**config.mk**
```make
export PLATFORM = sky130hd
export DESIGN_NAME = rolling_window_interval_timer
export DESIGN_NICKNAME = d
export VERILOG_FILES = /design/src/hw/rtl/rwit_pkg.sv /design/src/hw/rtl/rolling_window_interval_timer.sv /design/src/hw/rtl/rwit_ctrl.sv /design/src/hw/rtl/rwit_dp.sv
export SDC_FILE = /design/constraint.sdc
export NUM_CORES = 2
export LEC_CHECK = 0
export BUFFER_PORTS_ARGS = -buffer_cell sky130_fd_sc_hd__buf_2
export CORE_MARGIN = 2
export CORE_UTILIZATION = 50
export CTS_CLUSTER_SIZE = 10
export DETAILED_ROUTE_END_ITERATION = 10
export HOLD_SLACK_MARGIN = 0.12
export PLACE_DENSITY = 0.67
export RECOVER_POWER = 100
export SYNTH_ARGS = -nofsm -noshare
export SYNTH_HDL_FRONTEND = slang
export SYNTH_SLANG_ARGS = --single-unit
export TNS_END_PERCENT = 20
```
**constraint.sdc**
```tcl
create_clock -name clk -period 19.36 [get_ports clk]
set_input_delay 3.872 -clock clk [delete_from_list [all_inputs] [get_ports clk]]
set_output_delay 3.872 -clock clk [all_outputs]
set_load 0.05 [all_outputs]
```
**src/hw/rtl/rwit_pkg.sv**
```systemverilog
// shared constants, codes and control/status types for the interval timer
package rwit_pkg;

  localparam int WINDOW_MAX = 16;
  localparam int DUR_W      = 48;
  localparam int COUNT_W    = 5;
  localparam int CMD_W      = 3;
  localparam int SEL_W      = 2;

  localparam int RING_AW = (WINDOW_MAX > 1) ? $clog2(WINDOW_MAX) : 1;
  localparam int CNT_W   = $clog2(WINDOW_MAX + 1);
  localparam int SUM_W   = DUR_W + CNT_W;
  localparam int DIVC_W  = $clog2(SUM_W + 1);

  localparam logic [COUNT_W-1:0] WSIZE_RESET = COUNT_W'(WINDOW_MAX);

  // command codes
  localparam logic [CMD_W-1:0] CMD_BEGIN  = 3'd0;
  localparam logic [CMD_W-1:0] CMD_END    = 3'd1;
  localparam logic [CMD_W-1:0] CMD_PAUSE  = 3'd2;
  localparam logic [CMD_W-1:0] CMD_RESUME = 3'd3;
  localparam logic [CMD_W-1:0] CMD_TICK   = 3'd4;

  // statistic select codes
  localparam logic [SEL_W-1:0] SEL_AVG    = 2'd0;
  localparam logic [SEL_W-1:0] SEL_LATEST = 2'd1;
  localparam logic [SEL_W-1:0] SEL_MIN    = 2'd2;
  localparam logic [SEL_W-1:0] SEL_MAX    = 2'd3;

  // commands from controller to datapath
  typedef struct packed {
    logic take;
    logic walk_step;
    logic div_load;
    logic div_step;
    logic emit;
  } rwit_ctl_t;

  // status from datapath to controller
  typedef struct packed {
    logic is_end;
    logic walk_done;
    logic div_done;
    logic out_free;
  } rwit_stat_t;

endpackage

```
**src/hw/rtl/rolling_window_interval_timer.sv**
```systemverilog
// top level of the rolling window interval timer
// A pausable interval timer: each tick request adds one unit to the running
// segment, begin/pause/resume steer it, and an end request stores the measured
// duration in a ring of window_size entries, clamped to 1..WINDOW_MAX. Every
// request yields one result with the latest, minimum, maximum and truncated
// average duration over the filled entries plus the statistic picked by
// stat_select. For begin, pause, resume, tick and unknown commands the request
// is accepted and, if the result register is free, its result is registered
// at the same edge; a new request is taken the following cycle even while
// that result is still stalled (one further request is then held until the
// result register frees). An end request walks the ring one entry a cycle
// through its single registered read port to gather min, max and sum, and the
// average comes from a one-bit-per-cycle restoring divider over the 53-bit
// sum. Writing window_size clears the ring position, count and statistics at
// once, with no clearing pass; it must only be written while the block is idle.
module rolling_window_interval_timer
  import rwit_pkg::*;
(
  input  logic               clk,
  input  logic               rst,
  // configuration
  input  logic               cfg_wr_en,
  input  logic [COUNT_W-1:0] cfg_wr_data,
  // request channel
  input  logic               in_valid,
  output logic               in_stall,
  input  logic [CMD_W-1:0]   cmd,
  input  logic [SEL_W-1:0]   stat_select,
  // result channel
  output logic               out_valid,
  input  logic               out_stall,
  output logic [DUR_W-1:0]   latest_duration,
  output logic [DUR_W-1:0]   min_duration,
  output logic [DUR_W-1:0]   max_duration,
  output logic [DUR_W-1:0]   average_duration,
  output logic [DUR_W-1:0]   selected_duration,
  output logic [COUNT_W-1:0] filled_count
);

  rwit_ctl_t  ctl;
  rwit_stat_t stat;

  // sequencing: intake, walk, divide, result hand-off
  rwit_ctrl u_ctrl (
    .clk      (clk),
    .rst      (rst),
    .in_valid (in_valid),
    .in_stall (in_stall),
    .stat     (stat),
    .ctl      (ctl)
  );

  // counters, ring, statistics and result register
  rwit_dp u_dp (
    .clk               (clk),
    .rst               (rst),
    .cfg_wr_en         (cfg_wr_en),
    .cfg_wr_data       (cfg_wr_data),
    .cmd               (cmd),
    .stat_select       (stat_select),
    .out_stall         (out_stall),
    .ctl               (ctl),
    .stat              (stat),
    .out_valid         (out_valid),
    .latest_duration   (latest_duration),
    .min_duration      (min_duration),
    .max_duration      (max_duration),
    .average_duration  (average_duration),
    .selected_duration (selected_duration),
    .filled_count      (filled_count)
  );

  // an accepted end request starts the walk, so intake closes next cycle
  a_end_blocks_intake : assert property (@(posedge clk) disable iff (rst)
    (in_valid && !in_stall && (cmd == CMD_END)) |=> in_stall)
    else $error("end request did not start the statistics walk");

  // an empty window reports the empty statistics
  a_empty_stats : assert property (@(posedge clk) disable iff (rst)
    (out_valid && (filled_count == '0)) |->
      ((min_duration == '1) && (max_duration == '0) && (average_duration == '0)))
    else $error("empty window reported non-empty statistics");

  // a filled window keeps min <= average <= max
  a_stats_order : assert property (@(posedge clk) disable iff (rst)
    (out_valid && (filled_count != '0)) |->
      ((min_duration <= average_duration) && (average_duration <= max_duration)))
    else $error("window statistics out of order");

endmodule

```
**src/hw/rtl/rwit_ctrl.sv**
```systemverilog
// controller state machine: request intake, ring walk, divide and result hand-off
module rwit_ctrl
  import rwit_pkg::*;
(
  input  logic       clk,
  input  logic       rst,
  input  logic       in_valid,
  output logic       in_stall,
  input  rwit_stat_t stat,
  output rwit_ctl_t  ctl
);

  typedef enum logic [1:0] {
    S_IDLE,
    S_WALK,
    S_DIV,
    S_HOLD
  } state_t;

  state_t state;
  state_t state_next;

  always_comb begin
    state_next = state;
    ctl        = '0;
    unique case (state)
      S_IDLE: begin
        if (in_valid) begin
          ctl.take = 1'b1;
          if (stat.is_end) begin
            state_next = S_WALK;
          end else if (stat.out_free) begin
            ctl.emit = 1'b1;
          end else begin
            state_next = S_HOLD;
          end
        end
      end
      S_WALK: begin
        if (stat.walk_done) begin
          ctl.div_load = 1'b1;
          state_next   = S_DIV;
        end else begin
          ctl.walk_step = 1'b1;
        end
      end
      S_DIV: begin
        if (!stat.div_done) begin
          ctl.div_step = 1'b1;
        end else if (stat.out_free) begin
          ctl.emit   = 1'b1;
          state_next = S_IDLE;
        end else begin
          state_next = S_HOLD;
        end
      end
      S_HOLD: begin
        if (stat.out_free) begin
          ctl.emit   = 1'b1;
          state_next = S_IDLE;
        end
      end
      default: begin
        state_next = S_IDLE;
      end
    endcase
  end

  always_ff @(posedge clk) begin
    if (rst) begin
      state <= S_IDLE;
    end else begin
      state <= state_next;
    end
  end

  assign in_stall = (state != S_IDLE);

endmodule

```
**src/hw/rtl/rwit_dp.sv**
```systemverilog
// datapath: tick counters, duration ring, statistics walk, serial divider, result register
module rwit_dp
  import rwit_pkg::*;
(
  input  logic               clk,
  input  logic               rst,
  input  logic               cfg_wr_en,
  input  logic [COUNT_W-1:0] cfg_wr_data,
  input  logic [CMD_W-1:0]   cmd,
  input  logic [SEL_W-1:0]   stat_select,
  input  logic               out_stall,
  input  rwit_ctl_t          ctl,
  output rwit_stat_t         stat,
  output logic               out_valid,
  output logic [DUR_W-1:0]   latest_duration,
  output logic [DUR_W-1:0]   min_duration,
  output logic [DUR_W-1:0]   max_duration,
  output logic [DUR_W-1:0]   average_duration,
  output logic [DUR_W-1:0]   selected_duration,
  output logic [COUNT_W-1:0] filled_count
);

  localparam logic [DUR_W-1:0] DUR_ONES = '1;

  // timer and window state
  logic [COUNT_W-1:0] wsize;
  logic [DUR_W-1:0]   seg_ticks;
  logic [DUR_W-1:0]   carried_ticks;
  logic               paused;
  logic [RING_AW-1:0] wp;
  logic [CNT_W-1:0]   count;
  logic [DUR_W-1:0]   latest;
  logic [SEL_W-1:0]   sel_q;

  // ring memory and walk
  logic [DUR_W-1:0]   ring [WINDOW_MAX];
  logic [DUR_W-1:0]   rd_data;
  logic               rd_vld;
  logic [CNT_W-1:0]   idx;
  logic [DUR_W-1:0]   mn;
  logic [DUR_W-1:0]   mx;
  logic [SUM_W-1:0]   sum;

  // divider
  logic [SUM_W-1:0]   dq;
  logic [CNT_W-1:0]   div_rem;
  logic [DIVC_W-1:0]  div_cnt;
  logic [CNT_W:0]     div_t;
  logic               div_ge;

  // combinational helpers
  logic [CNT_W-1:0]   size_eff;
  logic [RING_AW-1:0] wp_use;
  logic [CNT_W-1:0]   wp_inc;
  logic [DUR_W:0]     end_sum;
  logic [DUR_W-1:0]   end_val;
  logic [DUR_W:0]     pause_sum;
  logic [DUR_W-1:0]   pause_val;
  logic [DUR_W:0]     tick_sum;
  logic [DUR_W-1:0]   tick_val;
  logic [SEL_W-1:0]   sel_use;
  logic [DUR_W-1:0]   sel_val;

  always_comb begin
    if (wsize == '0) begin
      size_eff = CNT_W'(1);
    end else if (32'(wsize) > WINDOW_MAX) begin
      size_eff = CNT_W'(WINDOW_MAX);
    end else begin
      size_eff = CNT_W'(wsize);
    end
  end

  assign wp_use = (CNT_W'(wp) >= size_eff) ? '0 : wp;
  assign wp_inc = CNT_W'(wp_use) + CNT_W'(1);

  // saturating adds
  assign end_sum   = {1'b0, (paused ? '0 : seg_ticks)} + {1'b0, carried_ticks};
  assign end_val   = end_sum[DUR_W] ? DUR_ONES : end_sum[DUR_W-1:0];
  assign pause_sum = {1'b0, carried_ticks} + {1'b0, seg_ticks};
  assign pause_val = pause_sum[DUR_W] ? DUR_ONES : pause_sum[DUR_W-1:0];
  assign tick_sum  = {1'b0, seg_ticks} + (DUR_W + 1)'(1);
  assign tick_val  = tick_sum[DUR_W] ? DUR_ONES : tick_sum[DUR_W-1:0];

  assign div_t  = {div_rem, dq[SUM_W-1]};
  assign div_ge = (div_t >= {1'b0, count});

  always_ff @(posedge clk) begin
    if (rst) begin
      wsize         <= WSIZE_RESET;
      seg_ticks     <= '0;
      carried_ticks <= '0;
      paused        <= 1'b0;
      wp            <= '0;
      count         <= '0;
      latest        <= '0;
      mn            <= DUR_ONES;
      mx            <= '0;
      dq            <= '0;
      rd_vld        <= 1'b0;
    end else if (cfg_wr_en) begin
      wsize  <= cfg_wr_data;
      wp     <= '0;
      count  <= '0;
      latest <= '0;
      mn     <= DUR_ONES;
      mx     <= '0;
      dq     <= '0;
    end else begin
      if (ctl.take) begin
        unique case (cmd)
          CMD_BEGIN: begin
            carried_ticks <= '0;
            seg_ticks     <= '0;
            paused        <= 1'b0;
          end
          CMD_END: begin
            latest <= end_val;
            wp     <= (wp_inc == size_eff) ? '0 : RING_AW'(wp_inc);
            if (count < size_eff) begin
              count <= count + CNT_W'(1);
            end
            paused <= 1'b0;
            // restart the statistics walk
            idx    <= '0;
            rd_vld <= 1'b0;
            mn     <= DUR_ONES;
            mx     <= '0;
            sum    <= '0;
          end
          CMD_PAUSE: begin
            if (!paused) begin
              carried_ticks <= pause_val;
              paused        <= 1'b1;
            end
          end
          CMD_RESUME: begin
            if (paused) begin
              seg_ticks <= '0;
              paused    <= 1'b0;
            end
          end
          CMD_TICK: begin
            seg_ticks <= tick_val;
          end
          default: begin
          end
        endcase
      end
      if (ctl.walk_step) begin
        if (idx < count) begin
          idx    <= idx + CNT_W'(1);
          rd_vld <= 1'b1;
        end else begin
          rd_vld <= 1'b0;
        end
        if (rd_vld) begin
          sum <= sum + SUM_W'(rd_data);
          if (rd_data < mn) begin
            mn <= rd_data;
          end
          if (rd_data > mx) begin
            mx <= rd_data;
          end
        end
      end
      if (ctl.div_load) begin
        dq      <= sum;
        div_rem <= '0;
        div_cnt <= '0;
      end else if (ctl.div_step) begin
        dq      <= {dq[SUM_W-2:0], div_ge};
        div_rem <= div_ge ? CNT_W'(div_t - {1'b0, count}) : div_t[CNT_W-1:0];
        div_cnt <= div_cnt + DIVC_W'(1);
      end
    end
  end

  // ring storage, registered read
  always_ff @(posedge clk) begin
    if (ctl.take && !cfg_wr_en && (cmd == CMD_END)) begin
      ring[wp_use] <= end_val;
    end
    rd_data <= ring[idx[RING_AW-1:0]];
  end

  always_ff @(posedge clk) begin
    if (ctl.take) begin
      sel_q <= stat_select;
    end
  end

  assign sel_use = ctl.take ? stat_select : sel_q;

  always_comb begin
    unique case (sel_use)
      SEL_AVG:    sel_val = dq[DUR_W-1:0];
      SEL_LATEST: sel_val = latest;
      SEL_MIN:    sel_val = mn;
      SEL_MAX:    sel_val = mx;
      default:    sel_val = mx;
    endcase
  end

  // result register
  always_ff @(posedge clk) begin
    if (rst) begin
      out_valid <= 1'b0;
    end else if (ctl.emit) begin
      out_valid <= 1'b1;
    end else if (!out_stall) begin
      out_valid <= 1'b0;
    end
  end

  always_ff @(posedge clk) begin
    if (ctl.emit) begin
      latest_duration   <= latest;
      min_duration      <= mn;
      max_duration      <= mx;
      average_duration  <= dq[DUR_W-1:0];
      selected_duration <= sel_val;
      filled_count      <= COUNT_W'(count);
    end
  end

  assign stat.is_end    = (cmd == CMD_END);
  assign stat.walk_done = (idx == count) && !rd_vld;
  assign stat.div_done  = (div_cnt == DIVC_W'(SUM_W));
  assign stat.out_free  = !out_valid || !out_stall;

endmodule

```
==> flow_summary.yaml <==
route:
  ant_nets: 0
  drc: 0
  drt_iter0_markers: 5043
  detail_route.wirelength_um: 183000
  post_drt_wl_per_cell_um: 25.0
  detailroute.via_count: 44745
  detailedRoute.firstPassIterationCount: 6
  via_per_instance_ratio: 6.13
power:
  power_density_nw_per_um2: 106
  total_leakage_power_uw: 0.0263
  vdd_ir_drop_max_mv: 0.0914
  design_power_total_uw: 7800
die:
  floorplan.io_pins: 262
  die_w_um: 368
  fp.dieArea_um2: 136000
  die-height_um: 368
  placementRows: 133
  starting_density_of_the_core: 0.504
  placeableCoreArea_um2: 132000
sta:
  timing.final.max_slew_violations: 2186
  fin_setup_tns_ns: 0
  timing_hold_violations_final: 0
  worst_hold_slack_ns: 0.455
  worst_clock_skew_ns: 0.0393
  setup-violations-final: 0
  fin_crit_sh: 0.611
  max_freq_mhz: 84.5
  tmin_final_ns: 11.84
  tightest_slew_ns: 9.17
  grt_setup_unrepaired: "false"
  slew_hr: -5.12
layout:
  post_route_cells_drive_above_1_share: 0.0915
  final_nets: 5712
  areaGrowthSynthToFinish_pct: 11.3
  seqCellArea_um2: 39700
  layoutNonFillerInstCount: 7300
  layout.filler_cells: 10820
  final_util: 0.561
  combined_area_of_the_multi_input_logic_cells_um2: 24900
global_route:
  globalRoute.totalOverflow: 0
  pin_count_of_the_biggest_net_entering_global_routing: 139
  grt_usage: 0.266
  antenna_found_initial: 7
  via_count_of_the_first_global_routing_pass: 42373
  grt_pass1_wl_um: 271000
yosys:
  leading_area_contributor_after_synthesis: "sky130_fd_sc_hd__edfxtp_1"
  yosysWarnings: 0
  synth_enable_flop_cells: 1082
  synthTopCellsByArea: "sky130_fd_sc_hd__edfxtp_1 (49%), sky130_fd_sc_hd__dfxtp_1 (11%), sky130_fd_sc_hd__mux4_2 (8.2%), sky130_fd_sc_hd__ha_1 (5.0%), sky130_fd_sc_hd__nand2_1 (2.8%)"
  synthArstFlopShare: 0
  synth-seq-area-share: 0.599
  syn-mean-instance-area_um2: 12.7
  post-synth-top-area-fraction: 0.490
  synth_nets: 5520
  synthFlopType: "sky130_fd_sc_hd__edfxtp_1"
  synthesis.area_um2: 66300
  syn_inst: 5235
  synth_cell_types: 79
  synth-seq-cells: 1444
clocking:
  cts-hold-fix-buffers: 0
  tritoncts_num_sinks: 1444
  cts_tree: "built"
  ctsHtreeMaxLevel: 4
  cts_buffers: 166
  postCtsSetupRepairBufs: 0
  ctsLongestPathBuffers: 3
  cts.reportedPaths.clkPinSlew_ns: 0.05
  cts_resized: 0
  clock-root-buffer: "sky130_fd_sc_hd__clkbuf_16"
  clk-insertion-delay-late_ns: 0.80
worst_setup_path:
  worst_path_dominant_cell_family: "buffers and inverters"
  critPathLaunch: "cfg_wr_en"
  cpPeakStageDelay_ns: 4.01
  r2r-end: "u_dp.rd_data[31]"
  cp.depth: 6
  critPathKind: "in -> reg"
  crit_path_cell_trace: "clkbuf_1 > or2_0 > clkinvlp_2 > clkbuf_1 > o21ai_0 > a31oi_1"
  timing.reg2reg.worst_path_depth: 4
  r2r_setup_slack_ns: 8.33
  worstPathArrival_ns: 12.41
  critical_path_launch_point_type: "input pin"
  worst-path-max-fanout: 124
  required_ns: 19.93
  worst_path_most_repeated_cell: "sky130_fd_sc_hd__clkbuf_1"
  slowest_stage: "sky130_fd_sc_hd__clkinvlp_2"
  critical_path.n_buffers_inverters: 3
  setup.worst_path.end_class: "register"
  reg2reg_start: "u_dp.idx[1]"
hold_path:
  path_class_of_the_lowest_slack_min_delay_path: "reg -> reg"
  hold_path_depth: 0
  hold_start: "u_dp.mx[42]"
  holdPathEnd: "u_dp.max_duration[42]"
placed_design:
  portBuffers: 261
  dpl.cell_count: 7014
  dpl_wire_length_um: 119000
  gpl.final_weighted_congestion: 0.920
flow_run:
  drv_cap: 38
status:
  outcome: "finished with violations"
  failed_checks: "max-capacitance violations, max-slew violations"
[worst max-delay path by stage]
stage,end
after floorplan,u_dp.average_duration[0]
after global placement,u_dp.min_duration[11]
after detailed placement,u_dp.max_duration[20]
after CTS,u_dp.selected_duration[13]
after global routing,u_dp.min_duration[23]
final,u_dp.latest[8]
[cells in the final DEF, fill, tap and decap left out, types with 171 or more instances in the layout]
cell type,Yosys,routed
sky130_fd_sc_hd__edfxtp_1,1082,1082
sky130_fd_sc_hd__nand2_1,486,485
sky130_fd_sc_hd__clkbuf_1,245,381
sky130_fd_sc_hd__dfxtp_1,362,362
sky130_fd_sc_hd__a21oi_1,321,320
sky130_fd_sc_hd__nor2_1,320,307
sky130_fd_sc_hd__o21ai_0,273,288
sky130_fd_sc_hd__ha_1,266,266
sky130_fd_sc_hd__mux4_2,240,240
sky130_fd_sc_hd__inv_1,171,171
[cell families after synthesis]
group / Yosys count / synth area share
compound gates: 1184 / 0.110
xor+xnor: 143 / 0.0189
fa+ha+maj: 270 / 0.0514
buf+inv: 467 / 0.0272
flops: 1444 / 0.599
mux: 346 / 0.0975
simple gates: 1381 / 0.0957
[registers in the layout (all words and copies together), names as in the netlist, 6 cells and up]
name                    cells
u_dp.div_cnt                6
u_dp.mn                    48
u_dp.dq                    53
u_dp.ring                 768
u_dp.carried_ticks         48
u_dp.seg_ticks             48
u_dp.average_duration      48
u_dp.sum                   53
u_dp.mx                    48
u_dp.min_duration          48
u_dp.rd_data               48
u_dp.latest                48
u_dp.selected_duration     48
u_dp.max_duration          48
u_dp.latest_duration       48
[metal layers]
| layer | global-route usage | vias up | wire (µm) |
|---|---|---|---|
| met3 | 0.0454 | 292 | 14800 |
| met5 | 0 | - | 58 |
| met1 | 0.372 | 22287 | 76500 |
| met2 | 0.422 | 1905 | 85200 |
| met4 | 0.0881 | 10 | 6000 |
| li1 | - | 20251 | - |
[area by class of cell]
| type | instances | share of cell area |
|---|---|---|
| antenna | 1 | 0.0000339 |
| tap | 1755 | 0.0298 |
| sequential | 1444 | 0.538 |
| clock buffer | 270 | 0.0631 |
| multi-input combinational | 3324 | 0.338 |
| timing repair buffer | 319 | 0.0178 |
| clock inverter | 15 | 0.00412 |
| inverter | 172 | 0.00877 |
[Yosys cell counts (26+ instances only)]
cell	number
sky130_fd_sc_hd__a211oi_1	74
sky130_fd_sc_hd__nand2b_1	34
sky130_fd_sc_hd__inv_1	171
sky130_fd_sc_hd__clkbuf_1	245
sky130_fd_sc_hd__a31oi_1	116
sky130_fd_sc_hd__a21oi_1	321
sky130_fd_sc_hd__nor2b_1	79
sky130_fd_sc_hd__nor3_1	109
sky130_fd_sc_hd__o21ai_0	273
sky130_fd_sc_hd__a21o_1	112
sky130_fd_sc_hd__mux2i_1	106
sky130_fd_sc_hd__mux4_2	240
sky130_fd_sc_hd__nor2_1	320
sky130_fd_sc_hd__o211ai_1	26
sky130_fd_sc_hd__nand3_1	170
sky130_fd_sc_hd__a22oi_1	55
sky130_fd_sc_hd__xor2_1	52
sky130_fd_sc_hd__xnor2_1	91
sky130_fd_sc_hd__nand4_1	60
sky130_fd_sc_hd__o21ai_1	50
sky130_fd_sc_hd__and3_1	32
sky130_fd_sc_hd__o21a_1	26
sky130_fd_sc_hd__ha_1	266
sky130_fd_sc_hd__nand2_1	486
sky130_fd_sc_hd__dfxtp_1	362
sky130_fd_sc_hd__edfxtp_1	1082
[per-stage QoR]
stage | worst slack [ns] | area, µm²
6_report | 7.52 | 73800
5_1_grt | 6.52 | 73800
4_1_cts | 12.84 | 74300
3_5_place_dp | 12.00 | 69300
3_3_place_gp | 12.04 | 69300
2_1_floorplan | 2.20 | 66300
[power breakdown]
part / switching, µW / internal, µW / total (µW) / leakage, µW
clock network: 1230 / 1650 / 2880 / 0.00236
logic: 977 / 293 / 1270 / 0.0112
registers: 108 / 3540 / 3650 / 0.0127
Note: power is estimated with default switching activity, not from simulation.
